### src/hdl/hrhp_pkg.sv
// package for the http request head parser
// holds byte constants, phase, field, status and error codes and the shared structs
// no dependencies
package hrhp_pkg;

   localparam logic [7:0] CH_SP    = 8'h20;
   localparam logic [7:0] CH_COLON = 8'h3A;
   localparam logic [7:0] CH_CR    = 8'h0D;
   localparam logic [7:0] CH_LF    = 8'h0A;

   localparam logic [8:0] VERSION_LEN = 9'd8;

   localparam int METHOD_MAX_DEF   = 8;
   localparam int RESOURCE_MAX_DEF = 256;
   localparam int NAME_MAX_DEF     = 64;
   localparam int VALUE_MAX_DEF    = 256;
   localparam int HEADERS_MAX_DEF  = 16;

   typedef enum logic [3:0] {
      PH_METHOD   = 4'd0,
      PH_RESOURCE = 4'd1,
      PH_VERSION  = 4'd2,
      PH_RL_CR    = 4'd3,
      PH_RL_LF    = 4'd4,
      PH_NAME     = 4'd5,
      PH_NAME_CR  = 4'd6,
      PH_SPACE    = 4'd7,
      PH_VALUE    = 4'd8,
      PH_VAL_LF   = 4'd9
   } phase_type;

   typedef enum logic [2:0] {
      FK_METHOD   = 3'd0,
      FK_RESOURCE = 3'd1,
      FK_VERSION  = 3'd2,
      FK_NAME     = 3'd3,
      FK_VALUE    = 3'd4,
      FK_DELIM    = 3'd5
   } field_kind_type;

   typedef enum logic [1:0] {
      ST_BUSY  = 2'd0,
      ST_DONE  = 2'd1,
      ST_ERROR = 2'd2
   } status_type;

   typedef enum logic [3:0] {
      ERR_NONE          = 4'd0,
      ERR_METHOD_LONG   = 4'd1,
      ERR_RESOURCE_LONG = 4'd2,
      ERR_NO_CR         = 4'd3,
      ERR_NO_LF         = 4'd4,
      ERR_NAME_LONG     = 4'd5,
      ERR_NO_SPACE      = 4'd6,
      ERR_VALUE_LONG    = 4'd7,
      ERR_TOO_MANY      = 4'd8
   } error_type;

   typedef struct packed {
      phase_type  phase;
      logic [7:0] field_index;
      logic [3:0] header_count;
   } state_type;

   typedef struct packed {
      logic [7:0]     byte_out;
      field_kind_type field_kind;
      logic [7:0]     position;
      logic [3:0]     header_number;
      status_type     status;
      error_type      error_code;
   } result_type;

   localparam state_type RESET_STATE = '{phase: PH_METHOD, field_index: 8'd0,
                                         header_count: 4'd0};

endpackage

### src/hdl/hrhp_if.sv
// valid/ready channel interfaces for the http request head parser
// request channel carries one byte, response channel carries one tagged byte
// no dependencies
interface hrhp_req_if;
   logic       valid;
   logic       ready;
   logic [7:0] byte_in;

   modport source (output valid, output byte_in, input ready);
   modport sink (input valid, input byte_in, output ready);
endinterface

interface hrhp_rsp_if;
   logic       valid;
   logic       ready;
   logic [7:0] byte_out;
   logic [2:0] field_kind;
   logic [7:0] position;
   logic [3:0] header_number;
   logic [1:0] status;
   logic [3:0] error_code;

   modport source (output valid, output byte_out, output field_kind, output position,
                   output header_number, output status, output error_code, input ready);
   modport sink (input valid, input byte_out, input field_kind, input position,
                 input header_number, input status, input error_code, output ready);
endinterface

### src/hdl/hrhp_step.sv
// one-byte step of the http request head parser: next state and tagged result
// purely combinational; depends on hrhp_pkg
module hrhp_step #(
   parameter int METHOD_MAX   = hrhp_pkg::METHOD_MAX_DEF,
   parameter int RESOURCE_MAX = hrhp_pkg::RESOURCE_MAX_DEF,
   parameter int NAME_MAX     = hrhp_pkg::NAME_MAX_DEF,
   parameter int VALUE_MAX    = hrhp_pkg::VALUE_MAX_DEF,
   parameter int HEADERS_MAX  = hrhp_pkg::HEADERS_MAX_DEF
) (
   input  hrhp_pkg::state_type  cur_state,
   input  logic [7:0]           byte_in,
   output hrhp_pkg::state_type  nxt_state,
   output hrhp_pkg::result_type result
);
   import hrhp_pkg::*;

   localparam logic [8:0] METHOD_LIM   = 9'(METHOD_MAX);
   localparam logic [8:0] RESOURCE_LIM = 9'(RESOURCE_MAX);
   localparam logic [8:0] NAME_LIM     = 9'(NAME_MAX);
   localparam logic [8:0] VALUE_LIM    = 9'(VALUE_MAX);
   localparam logic [4:0] HEADERS_LIM  = 5'(HEADERS_MAX);

   logic [8:0]     fi_inc;
   logic [4:0]     hc_inc;
   logic           store_en;
   field_kind_type store_kind;
   logic [8:0]     store_lim;
   error_type      store_err;
   logic           restart;

   assign fi_inc = {1'b0, cur_state.field_index} + 9'd1;
   assign hc_inc = {1'b0, cur_state.header_count} + 5'd1;

   always_comb begin
      nxt_state  = cur_state;
      result     = '{byte_out: 8'd0, field_kind: FK_DELIM, position: 8'd0,
                     header_number: cur_state.header_count, status: ST_BUSY,
                     error_code: ERR_NONE};
      store_en   = 1'b0;
      store_kind = FK_METHOD;
      store_lim  = METHOD_LIM;
      store_err  = ERR_METHOD_LONG;
      restart    = 1'b0;

      unique case (cur_state.phase)
         PH_METHOD: begin
            if (byte_in == CH_SP) begin
               nxt_state.phase       = PH_RESOURCE;
               nxt_state.field_index = 8'd0;
            end else begin
               store_en = 1'b1;
            end
         end
         PH_RESOURCE: begin
            if (byte_in == CH_SP) begin
               nxt_state.phase       = PH_VERSION;
               nxt_state.field_index = 8'd0;
            end else begin
               store_en   = 1'b1;
               store_kind = FK_RESOURCE;
               store_lim  = RESOURCE_LIM;
               store_err  = ERR_RESOURCE_LONG;
            end
         end
         PH_VERSION: begin
            result.byte_out   = byte_in;
            result.field_kind = FK_VERSION;
            result.position   = cur_state.field_index;
            if (fi_inc >= VERSION_LEN) begin
               nxt_state.phase       = PH_RL_CR;
               nxt_state.field_index = 8'd0;
            end else begin
               nxt_state.field_index = fi_inc[7:0];
            end
         end
         PH_RL_CR: begin
            if (byte_in == CH_CR) begin
               nxt_state.phase       = PH_RL_LF;
               nxt_state.field_index = 8'd0;
            end else begin
               result.status     = ST_ERROR;
               result.error_code = ERR_NO_CR;
               restart           = 1'b1;
            end
         end
         PH_RL_LF: begin
            if (byte_in == CH_LF) begin
               nxt_state.phase        = PH_NAME;
               nxt_state.field_index  = 8'd0;
               nxt_state.header_count = 4'd0;
               result.header_number   = 4'd0;
            end else begin
               result.status     = ST_ERROR;
               result.error_code = ERR_NO_LF;
               restart           = 1'b1;
            end
         end
         PH_NAME: begin
            if (byte_in == CH_COLON) begin
               nxt_state.phase = PH_SPACE;
            end else if (byte_in == CH_CR) begin
               nxt_state.phase = PH_NAME_CR;
            end else begin
               store_en   = 1'b1;
               store_kind = FK_NAME;
               store_lim  = NAME_LIM;
               store_err  = ERR_NAME_LONG;
            end
         end
         PH_NAME_CR: begin
            if (byte_in == CH_LF) begin
               result.status = ST_DONE;
               restart       = 1'b1;
            end else begin
               nxt_state.phase = PH_NAME;
               store_en        = 1'b1;
               store_kind      = FK_NAME;
               store_lim       = NAME_LIM;
               store_err       = ERR_NAME_LONG;
            end
         end
         PH_SPACE: begin
            if (byte_in == CH_SP) begin
               nxt_state.phase       = PH_VALUE;
               nxt_state.field_index = 8'd0;
            end else begin
               result.status     = ST_ERROR;
               result.error_code = ERR_NO_SPACE;
               restart           = 1'b1;
            end
         end
         PH_VALUE: begin
            if (byte_in == CH_CR) begin
               nxt_state.phase = PH_VAL_LF;
            end else begin
               store_en   = 1'b1;
               store_kind = FK_VALUE;
               store_lim  = VALUE_LIM;
               store_err  = ERR_VALUE_LONG;
            end
         end
         PH_VAL_LF: begin
            if (byte_in != CH_LF) begin
               result.status     = ST_ERROR;
               result.error_code = ERR_NO_LF;
               restart           = 1'b1;
            end else if (hc_inc >= HEADERS_LIM) begin
               result.status     = ST_ERROR;
               result.error_code = ERR_TOO_MANY;
               restart           = 1'b1;
            end else begin
               nxt_state.phase        = PH_NAME;
               nxt_state.field_index  = 8'd0;
               nxt_state.header_count = hc_inc[3:0];
            end
         end
         default: begin
            restart = 1'b1;
         end
      endcase

      if (store_en) begin
         result.byte_out       = byte_in;
         result.field_kind     = store_kind;
         result.position       = cur_state.field_index;
         nxt_state.field_index = fi_inc[7:0];
         if (fi_inc >= store_lim) begin
            result.status     = ST_ERROR;
            result.error_code = store_err;
            restart           = 1'b1;
         end
      end

      if (restart) begin
         nxt_state = RESET_STATE;
      end
   end

endmodule

### src/hdl/http_request_head_parser.sv
// top level of the http request head parser
// parser state register, step logic and registered response; depends on hrhp_pkg,
// hrhp_if and hrhp_step
//
// usage:
//   req_chan carries the request head one byte per transaction (byte_in)
//   rsp_chan returns exactly one tagged transaction per request byte: the byte,
//   its field kind, position within the field, header number, status and
//   error code
//   the response is registered and valid the cycle after the byte is accepted
//   throughput: one byte per cycle while the receiver drains responses; the
//   single-byte state update and the response register set that figure
//   req_chan.ready is high while the response register is empty or being
//   drained, so a stalled receiver holds one response and back-pressures the
//   sender only in that case
//   a response with status complete or error returns the parser to the start
//   of a new request
//   reset clears the parser to the method field and empties the response
//   register
module http_request_head_parser #(
   parameter int METHOD_MAX   = hrhp_pkg::METHOD_MAX_DEF,
   parameter int RESOURCE_MAX = hrhp_pkg::RESOURCE_MAX_DEF,
   parameter int NAME_MAX     = hrhp_pkg::NAME_MAX_DEF,
   parameter int VALUE_MAX    = hrhp_pkg::VALUE_MAX_DEF,
   parameter int HEADERS_MAX  = hrhp_pkg::HEADERS_MAX_DEF
) (
   input logic         clock,
   input logic         reset,
   hrhp_req_if.sink    req_chan,
   hrhp_rsp_if.source  rsp_chan
);
   import hrhp_pkg::*;

   state_type  state_ff;
   state_type  state_in;
   state_type  step_state;
   result_type step_res;
   result_type rsp_data_ff;
   result_type rsp_data_in;
   logic       rsp_valid_ff;
   logic       rsp_valid_in;
   logic       req_fire;

   hrhp_step #(
      .METHOD_MAX   (METHOD_MAX),
      .RESOURCE_MAX (RESOURCE_MAX),
      .NAME_MAX     (NAME_MAX),
      .VALUE_MAX    (VALUE_MAX),
      .HEADERS_MAX  (HEADERS_MAX)
   ) u_step (
      .cur_state (state_ff),
      .byte_in   (req_chan.byte_in),
      .nxt_state (step_state),
      .result    (step_res)
   );

   assign req_chan.ready = !rsp_valid_ff || rsp_chan.ready;
   assign req_fire       = req_chan.valid && req_chan.ready;

   always_comb begin
      state_in     = state_ff;
      rsp_data_in  = rsp_data_ff;
      rsp_valid_in = rsp_valid_ff && !rsp_chan.ready;
      if (req_fire) begin
         state_in     = step_state;
         rsp_data_in  = step_res;
         rsp_valid_in = 1'b1;
      end
   end

   always_ff @(posedge clock) begin
      if (reset) begin
         state_ff     <= RESET_STATE;
         rsp_valid_ff <= 1'b0;
      end else begin
         state_ff     <= state_in;
         rsp_valid_ff <= rsp_valid_in;
      end
   end

   always_ff @(posedge clock) begin
      rsp_data_ff <= rsp_data_in;
   end

   assign rsp_chan.valid         = rsp_valid_ff;
   assign rsp_chan.byte_out      = rsp_data_ff.byte_out;
   assign rsp_chan.field_kind    = rsp_data_ff.field_kind;
   assign rsp_chan.position      = rsp_data_ff.position;
   assign rsp_chan.header_number = rsp_data_ff.header_number;
   assign rsp_chan.status        = rsp_data_ff.status;
   assign rsp_chan.error_code    = rsp_data_ff.error_code;

`ifndef ASSERT_OFF
   a_restart_after_end: assert property (@(posedge clock) disable iff (reset)
      (req_fire && step_res.status != ST_BUSY) |=> (state_ff == RESET_STATE))
      else $error("parser did not restart after a finished head");

   a_fire_gives_rsp: assert property (@(posedge clock) disable iff (reset)
      req_fire |=> rsp_valid_ff)
      else $error("accepted byte produced no response");

   a_version_bound: assert property (@(posedge clock) disable iff (reset)
      (state_ff.phase == PH_VERSION) |-> ({1'b0, state_ff.field_index} < VERSION_LEN))
      else $error("version index out of range");

   a_delim_clean: assert property (@(posedge clock) disable iff (reset)
      (rsp_valid_ff && rsp_data_ff.field_kind == FK_DELIM)
         |-> (rsp_data_ff.byte_out == 8'd0 && rsp_data_ff.position == 8'd0))
      else $error("delimiter response carries data");

   a_error_code_match: assert property (@(posedge clock) disable iff (reset)
      rsp_valid_ff |-> ((rsp_data_ff.status == ST_ERROR)
                        == (rsp_data_ff.error_code != ERR_NONE)))
      else $error("error code disagrees with status");
`endif

endmodule

### src/flat_wrapper.sv
// flat-port wrapper written by rule: the top's interface ports become plain ports
module http_request_head_parser_flat import hrhp_pkg::*;
#(
   parameter int METHOD_MAX   = hrhp_pkg::METHOD_MAX_DEF,
   parameter int RESOURCE_MAX = hrhp_pkg::RESOURCE_MAX_DEF,
   parameter int NAME_MAX     = hrhp_pkg::NAME_MAX_DEF,
   parameter int VALUE_MAX    = hrhp_pkg::VALUE_MAX_DEF,
   parameter int HEADERS_MAX  = hrhp_pkg::HEADERS_MAX_DEF
)
  (clock, reset, req_chan_valid, req_chan_byte_in, req_chan_ready, rsp_chan_valid, rsp_chan_byte_out, rsp_chan_field_kind, rsp_chan_position, rsp_chan_header_number, rsp_chan_status, rsp_chan_error_code, rsp_chan_ready);
  hrhp_req_if req_chan_i ();
  hrhp_rsp_if rsp_chan_i ();
  input logic clock;
  input logic reset;
  input wire logic [$bits(req_chan_i.valid)-1:0] req_chan_valid;
  input wire logic [$bits(req_chan_i.byte_in)-1:0] req_chan_byte_in;
  output wire logic [$bits(req_chan_i.ready)-1:0] req_chan_ready;
  output wire logic [$bits(rsp_chan_i.valid)-1:0] rsp_chan_valid;
  output wire logic [$bits(rsp_chan_i.byte_out)-1:0] rsp_chan_byte_out;
  output wire logic [$bits(rsp_chan_i.field_kind)-1:0] rsp_chan_field_kind;
  output wire logic [$bits(rsp_chan_i.position)-1:0] rsp_chan_position;
  output wire logic [$bits(rsp_chan_i.header_number)-1:0] rsp_chan_header_number;
  output wire logic [$bits(rsp_chan_i.status)-1:0] rsp_chan_status;
  output wire logic [$bits(rsp_chan_i.error_code)-1:0] rsp_chan_error_code;
  input wire logic [$bits(rsp_chan_i.ready)-1:0] rsp_chan_ready;
  assign req_chan_i.valid = req_chan_valid;
  assign req_chan_i.byte_in = req_chan_byte_in;
  assign req_chan_ready = req_chan_i.ready;
  assign rsp_chan_valid = rsp_chan_i.valid;
  assign rsp_chan_byte_out = rsp_chan_i.byte_out;
  assign rsp_chan_field_kind = rsp_chan_i.field_kind;
  assign rsp_chan_position = rsp_chan_i.position;
  assign rsp_chan_header_number = rsp_chan_i.header_number;
  assign rsp_chan_status = rsp_chan_i.status;
  assign rsp_chan_error_code = rsp_chan_i.error_code;
  assign rsp_chan_i.ready = rsp_chan_ready;
  http_request_head_parser #(.METHOD_MAX(METHOD_MAX), .RESOURCE_MAX(RESOURCE_MAX), .NAME_MAX(NAME_MAX), .VALUE_MAX(VALUE_MAX), .HEADERS_MAX(HEADERS_MAX)) u_core (.clock(clock), .reset(reset), .req_chan(req_chan_i), .rsp_chan(rsp_chan_i));
endmodule
### config.mk
export PLATFORM = sky130hd
export DESIGN_NAME = http_request_head_parser_flat
export DESIGN_NICKNAME = d
export VERILOG_FILES = /design/src/hdl/hrhp_pkg.sv /design/src/hdl/hrhp_if.sv /design/src/hdl/hrhp_step.sv /design/src/hdl/http_request_head_parser.sv /design/src/flat_wrapper.sv
export SDC_FILE = /design/constraint.sdc
export NUM_CORES = 1
export LEC_CHECK = 0
export BUFFER_PORTS_ARGS = -buffer_cell sky130_fd_sc_hd__buf_2
export CAP_MARGIN = 5
export CORE_MARGIN = 2
export CORE_UTILIZATION = 60
export CTS_CLUSTER_SIZE = 10
export DETAILED_ROUTE_END_ITERATION = 10
export GPL_TIMING_DRIVEN = 0
export HOLD_SLACK_MARGIN = 0.03
export PLACE_DENSITY = 0.91
export SYNTH_ARGS = -nofsm -noshare
export SYNTH_HDL_FRONTEND = slang
export SYNTH_SLANG_ARGS = --single-unit
### constraint.sdc
create_clock -name clock -period 7.4 [get_ports clock]
set_input_delay 0.74 -clock clock [delete_from_list [all_inputs] [get_ports clock]]
set_output_delay 0.74 -clock clock [all_outputs]
set_load 0.1 [all_outputs]
Word-level counts from Yosys, hierarchy flattened
Cells that the tools add are included.
{ "classes": {"n_reduce_logical": 14, "n_lt_le_gt_ge": 3, "n_bitwise": 0, "multipliers": 0, "div": 0, "addsub": 2, "eq_ne": 32, "n_shift": 0, "n_mux": 62} }
{ "ops": {"columns": ["operator", "n"], "rows": [
  ["$mux W16", 4],
  ["$pmux W8 S7", 1],
  ["$mux W12", 4],
  ["$mux W6", 7],
  ["$pmux W4 S10", 1],
  ["$mux W19", 2],
  ["$pmux W9 S4", 1],
  ["$mux W4", 8],
  ["$ne A4 B4 Y1 const B", 8],
  ["$pmux W4 S4", 2],
  ["$ne A3 B3 Y1 const B", 10],
  ["$mux W7", 3],
  ["$mux W9", 2],
  ["$eq A4 B3 Y1 const B", 4],
  ["$eq A8 B4 Y1 const B", 2],
  ["$eq A8 B6 Y1 const B", 2],
  ["$mux W8", 2],
  ["$reduce_and A13 Y1", 1],
  ["$mux W1", 12],
  ["$mux W3", 4],
  ["$pmux W3 S4", 1],
  ["$reduce_bool A11 Y1", 1],
  ["$pmux W2 S5", 1],
  ["$add A8 B1 Y9 const B", 1],
  ["other kinds (22)", 29]
]} }
{ "totals": {"wordCells": 123, "output_inout_bits": 31, "mem_bits_rw": 0, "regBits": 46, "latch_bits": 0, "romBits": 0, "memories": 0, "in_bits": 12} }

Depth between registers and ports, before layout
{ "depth": {"ltp_word": 9, "mapped_depth": 14, "ltp_nobuf": 13} }

Modules after synthesis
From an unflattened synthesis, not the netlist that was laid out.
{ "unflattened": {"hier_cells": 340, "area_unflattened_um2": 3035.4} }
{ "by_module_without_submodules": {"columns": ["mod", "area_per_inst_um2", "cells_each", "n_inst"], "rows": [
  ["http_request_head_parser", 1670.4, 108, 1],
  ["hrhp_step", 1365.1, 232, 1]
]} }

Worst setup path after synthesis
No wires, ideal clock.
{ "synth_timing": {"path_type": "input -> register", "from": "input port req_chan_byte_in[5]", "to": "register u_core.state_ff[12] (netlist bit)", "arrival_ps": 3350, "t_required_ps": 7308, "stages": 11, "path_slack_ps": 3958, "path_cell_list": "nor3b_1 > and3_1 > or4_1 > and2_2 > ha_1 > nand2_1 > or2_2 > o22ai_1 > o32ai_1 > or4b_4 > o32ai_1"} }
{ "synth_between": {"elab_chain_len": 9, "elab_cells_between_ends": 38, "cone_classes": "order compare (1); eq/ne (16); mux (19); reduce/logical (2)"} }
{ "synth_rtl": {"columns": ["item", "line_no", "rtl"], "rows": [
  ["start: declaration", "flat_wrapper.sv:16", "input wire logic [$bits(req_chan_i.byte_in)-1:0] req_chan_byte_in;"],
  ["$eq A8 B4 Y1", "hrhp_step.sv:77, hrhp_step.sv:101, hrhp_step.sv:133", null],
  ["$mux W7", "hrhp_step.sv:101", "end else if (byte_in == CH_CR) begin"],
  ["$mux W7", "hrhp_step.sv:99", "if (byte_in == CH_COLON) begin"],
  ["$pmux W9 S4", "hrhp_step.sv:45", "unique case (cur_state.phase)"],
  ["$ge A9 B9 Y1", "hrhp_step.sv:167", "if (fi_inc >= store_lim) begin"],
  ["$mux W1", "hrhp_step.sv:167", null],
  ["$mux W1", "hrhp_step.sv:162", "if (store_en) begin"],
  ["$reduce_bool A11 Y1 (no source line) (tied with other cells)", null, null],
  ["$reduce_and A13 Y1 (no source line)", null, null],
  ["end signal: assignment", "http_request_head_parser.sv:76", "state_ff <= state_in;"],
  ["end: declaration", "http_request_head_parser.sv:34", "state_type state_ff;"]
]} }
Parallel ways exist; a longest one is shown, timed or not.
A chain may end at the register's enable or synchronous reset.

==> impl_metrics.json <==
{
  "dpl.hpwl_mm": 4.71,
  "h-tree-depth": 2,
  "firstDrtPassIters": 6,
  "setup_tns_ns": 0,
  "insertion_delay_ns": 0.30,
  "fin_skew_ns": 0.00679,
  "grt-ovfl-total": 0,
  "io_pins": 43,
  "yosysWarnings": 0,
  "num_antenna_cells": 0,
  "layout_commonest_cell": "buf_2",
  "portBuffers": 41,
  "critical_path_arrival_ns": 4.34,
  "avgSynthCellArea_um2": 9.69,
  "synthCells": 273,
  "clock-root-buffer": "clkbuf_8",
  "syn_area_mm2": 0.00265,
  "pwr_density_cell_mw_per_mm2": 191,
  "yosys_register_bits": 46,
  "critical_path_class": "flop to flop",
  "wl_mm": 6.95,
  "drv_cap": 0,
  "cts_max_path_buffers": 2,
  "synth-edff-count": 29,
  "power_leakage_nw": 1.22,
  "yosys_most_used_dff": "edfxtp_1",
  "drt-vias-per-instance": 6.71,
  "initial_utilization_pct": 61.6,
  "worstSetupEndpointType": "flop",
  "die_w_um": 70.4,
  "wl_per_cell_um": 18.6,
  "tightest_slew_ns": 1.23,
  "cts_tree": "built",
  "drive_gt1_share_pct": 21.1,
  "synthesis.nets": 291,
  "core_mm2": 0.00429,
  "seq_area_frac_synth_pct": 45.8,
  "ys_types": 63,
  "vias": 2508,
  "ir_drop_v": 0.0000771,
  "grt_pass1_wl_mm": 10.9,
  "cp.required_ns": 7.43,
  "slew_headroom_pct": 18.1,
  "final_cells": 374,
  "dp_slack_ns": 3.23,
  "fin_ws_ns": 3.09,
  "final.min_clock_period_ns": 4.31,
  "maxSlewViolCount": 0,
  "numCtsBuffers": 5,
  "grt_usage_pct": 28.0,
  "hold_path_class": "flop to flop",
  "cts.sinks": 46,
  "setup_violations": 0,
  "grt_pass1_vias": 2249,
  "clkTransAtPathRegs_ns": 0.09,
  "dieArea_mm2": 0.00496,
  "post-cts-setup-buffers": 0,
  "area_growth_pct": 14.5,
  "cts_hold_buf": 0,
  "ant_nets": 0,
  "antenna_found_initial": 0,
  "startpoint_type": "flop",
  "routabilityCongestion": 0.908,
  "grt_max_degree": 34,
  "rows": 24,
  "drc": 0,
  "status": "complete, no violations",
  "layout.nets": 339,
  "rsz0062_at_grt": "no",
  "utilization_pct": 70.5,
  "final_cell_mix": "43 x buf_2, 29 x edfxtp_1, 26 x nand2_1, 20 x and2_1, 18 x a21oi_1",
  "min_period_over_period_pct": 58.2,
  "max_freq_mhz": 232,
  "critPathMaxFanout": 10,
  "postCtsResizedCells": 0,
  "initialDrtViolationCount": 415,
  "die_h_um": 70.4,
  "dp_cells": 366,
  "hold_viol": 0,
  "synthArstFlopShare_pct": 0
}
[sequential cells by signal, summed over array words and instances (netlist names)]
signal,count
u_core.state_ff,16
u_core.rsp_chan.position,8
u_core.rsp_chan.error_code,4
u_core.rsp_chan.header_number,4
u_core.rsp_chan.valid,1
u_core.rsp_chan.field_kind,3
u_core.rsp_chan.status,2
u_core.rsp_chan.byte_out,8
[per-stage QoR]
step,instance area [um2],total power [mW],hold WS [ns]
6_report,3030,0.577,0.504
3_5_place_dp,2920,0.394,0.494
5_1_grt,3030,0.591,0.539
3_3_place_gp,2920,0.391,0.482
4_1_cts,3030,0.577,0.513
2_1_floorplan,2650,0.374,0.453
[kinds of logic after synthesis]
| logic type | synth area share, % |
|---|---|
| compound gates | 20.3 |
| xor+xnor | 0.994 |
| fa+ha+maj | 2.84 |
| buf+inv | 3.93 |
| simple gates | 26.2 |
| flops | 45.8 |
[worst max-delay path, stage by stage, from the launching register on]
cell and delay (ns):
dfxtp_1 0.35, clkbuf_1 0.21, nor4bb_1 0.51, a21boi_0 0.44, a31o_2 0.22, clkinv_1 0.27, ha_1 0.39, nand2_1 0.07
or2_2 0.10, o22ai_1 0.09, o32ai_1 0.71, clkbuf_1 0.49, o21ai_0 0.18
[worst paths after layout]
check | slack (ns) | to | cells past startpoint | from
worst max-delay path | 3.09 | u_core.rsp_chan.error_code[1]$_DFFE_PP_ | 12 | u_core.state_ff[12]$_SDFFE_PP0P_
worst min-delay path | 0.50 | u_core.state_ff[0]$_SDFFE_PP0P_ | 1 | u_core.state_ff[0]$_SDFFE_PP0P_
worst max register to register | 3.09 | u_core.rsp_chan.error_code[1]$_DFFE_PP_ | 12 | u_core.state_ff[12]$_SDFFE_PP0P_
worst min register to register | 0.50 | u_core.state_ff[0]$_SDFFE_PP0P_ | 1 | u_core.state_ff[0]$_SDFFE_PP0P_
[cells in the mapped netlist, drive strengths merged (4+ instances only)]
| library cell | number | area (um2) |
|---|---|---|
| a21oi | 18 | 90.1 |
| a31oi | 7 | 43.8 |
| a32oi | 6 | 52.6 |
| and2 | 23 | 148 |
| and3 | 6 | 38.8 |
| buf | 4 | 25.0 |
| clkbuf | 8 | 30.0 |
| dfxtp | 17 | 340 |
| edfxtp | 29 | 871 |
| ha | 6 | 75.1 |
| inv | 12 | 45.0 |
| nand2 | 26 | 97.6 |
| nand2b | 6 | 37.5 |
| nand3 | 10 | 50.1 |
| nand4 | 5 | 31.3 |
| nor2 | 15 | 56.3 |
| nor3 | 4 | 25.0 |
| o21ai | 8 | 40.0 |
| o31ai | 5 | 37.5 |
| or3 | 4 | 25.0 |
[power by group]
| part | internal, mW | total (mW) | leakage, nW | switching (mW) |
|---|---|---|---|---|
| combinational | 0.0140 | 0.102 | 0.745 | 0.0879 |
| clock | 0.100 | 0.188 | 0.0504 | 0.0878 |
| sequential | 0.283 | 0.287 | 0.427 | 0.00421 |
[layout make-up]
type                            count  area (um2)
Buffer                             12        55.1
Clock buffer                        5        68.8
Clock inverter                      3        45.0
Fill cell                         310        1260
Inverter                           13        48.8
Multi-Input combinational cell    202        1330
Sequential cell                    46        1210
Tap cell                           52        65.1
Timing Repair Buffer               41         205
[per-layer routing]
metal | wire length, um | track usage, % | vias up
li1 | - | - | 1136
met1 | 2630 | 35.0 | 1129
met2 | 3300 | 47.2 | 206
met3 | 767 | 6.64 | 37
met4 | 254 | 9.62 | 0
met5 | 0 | 0 | -
(Power assumes the default switching activity.)
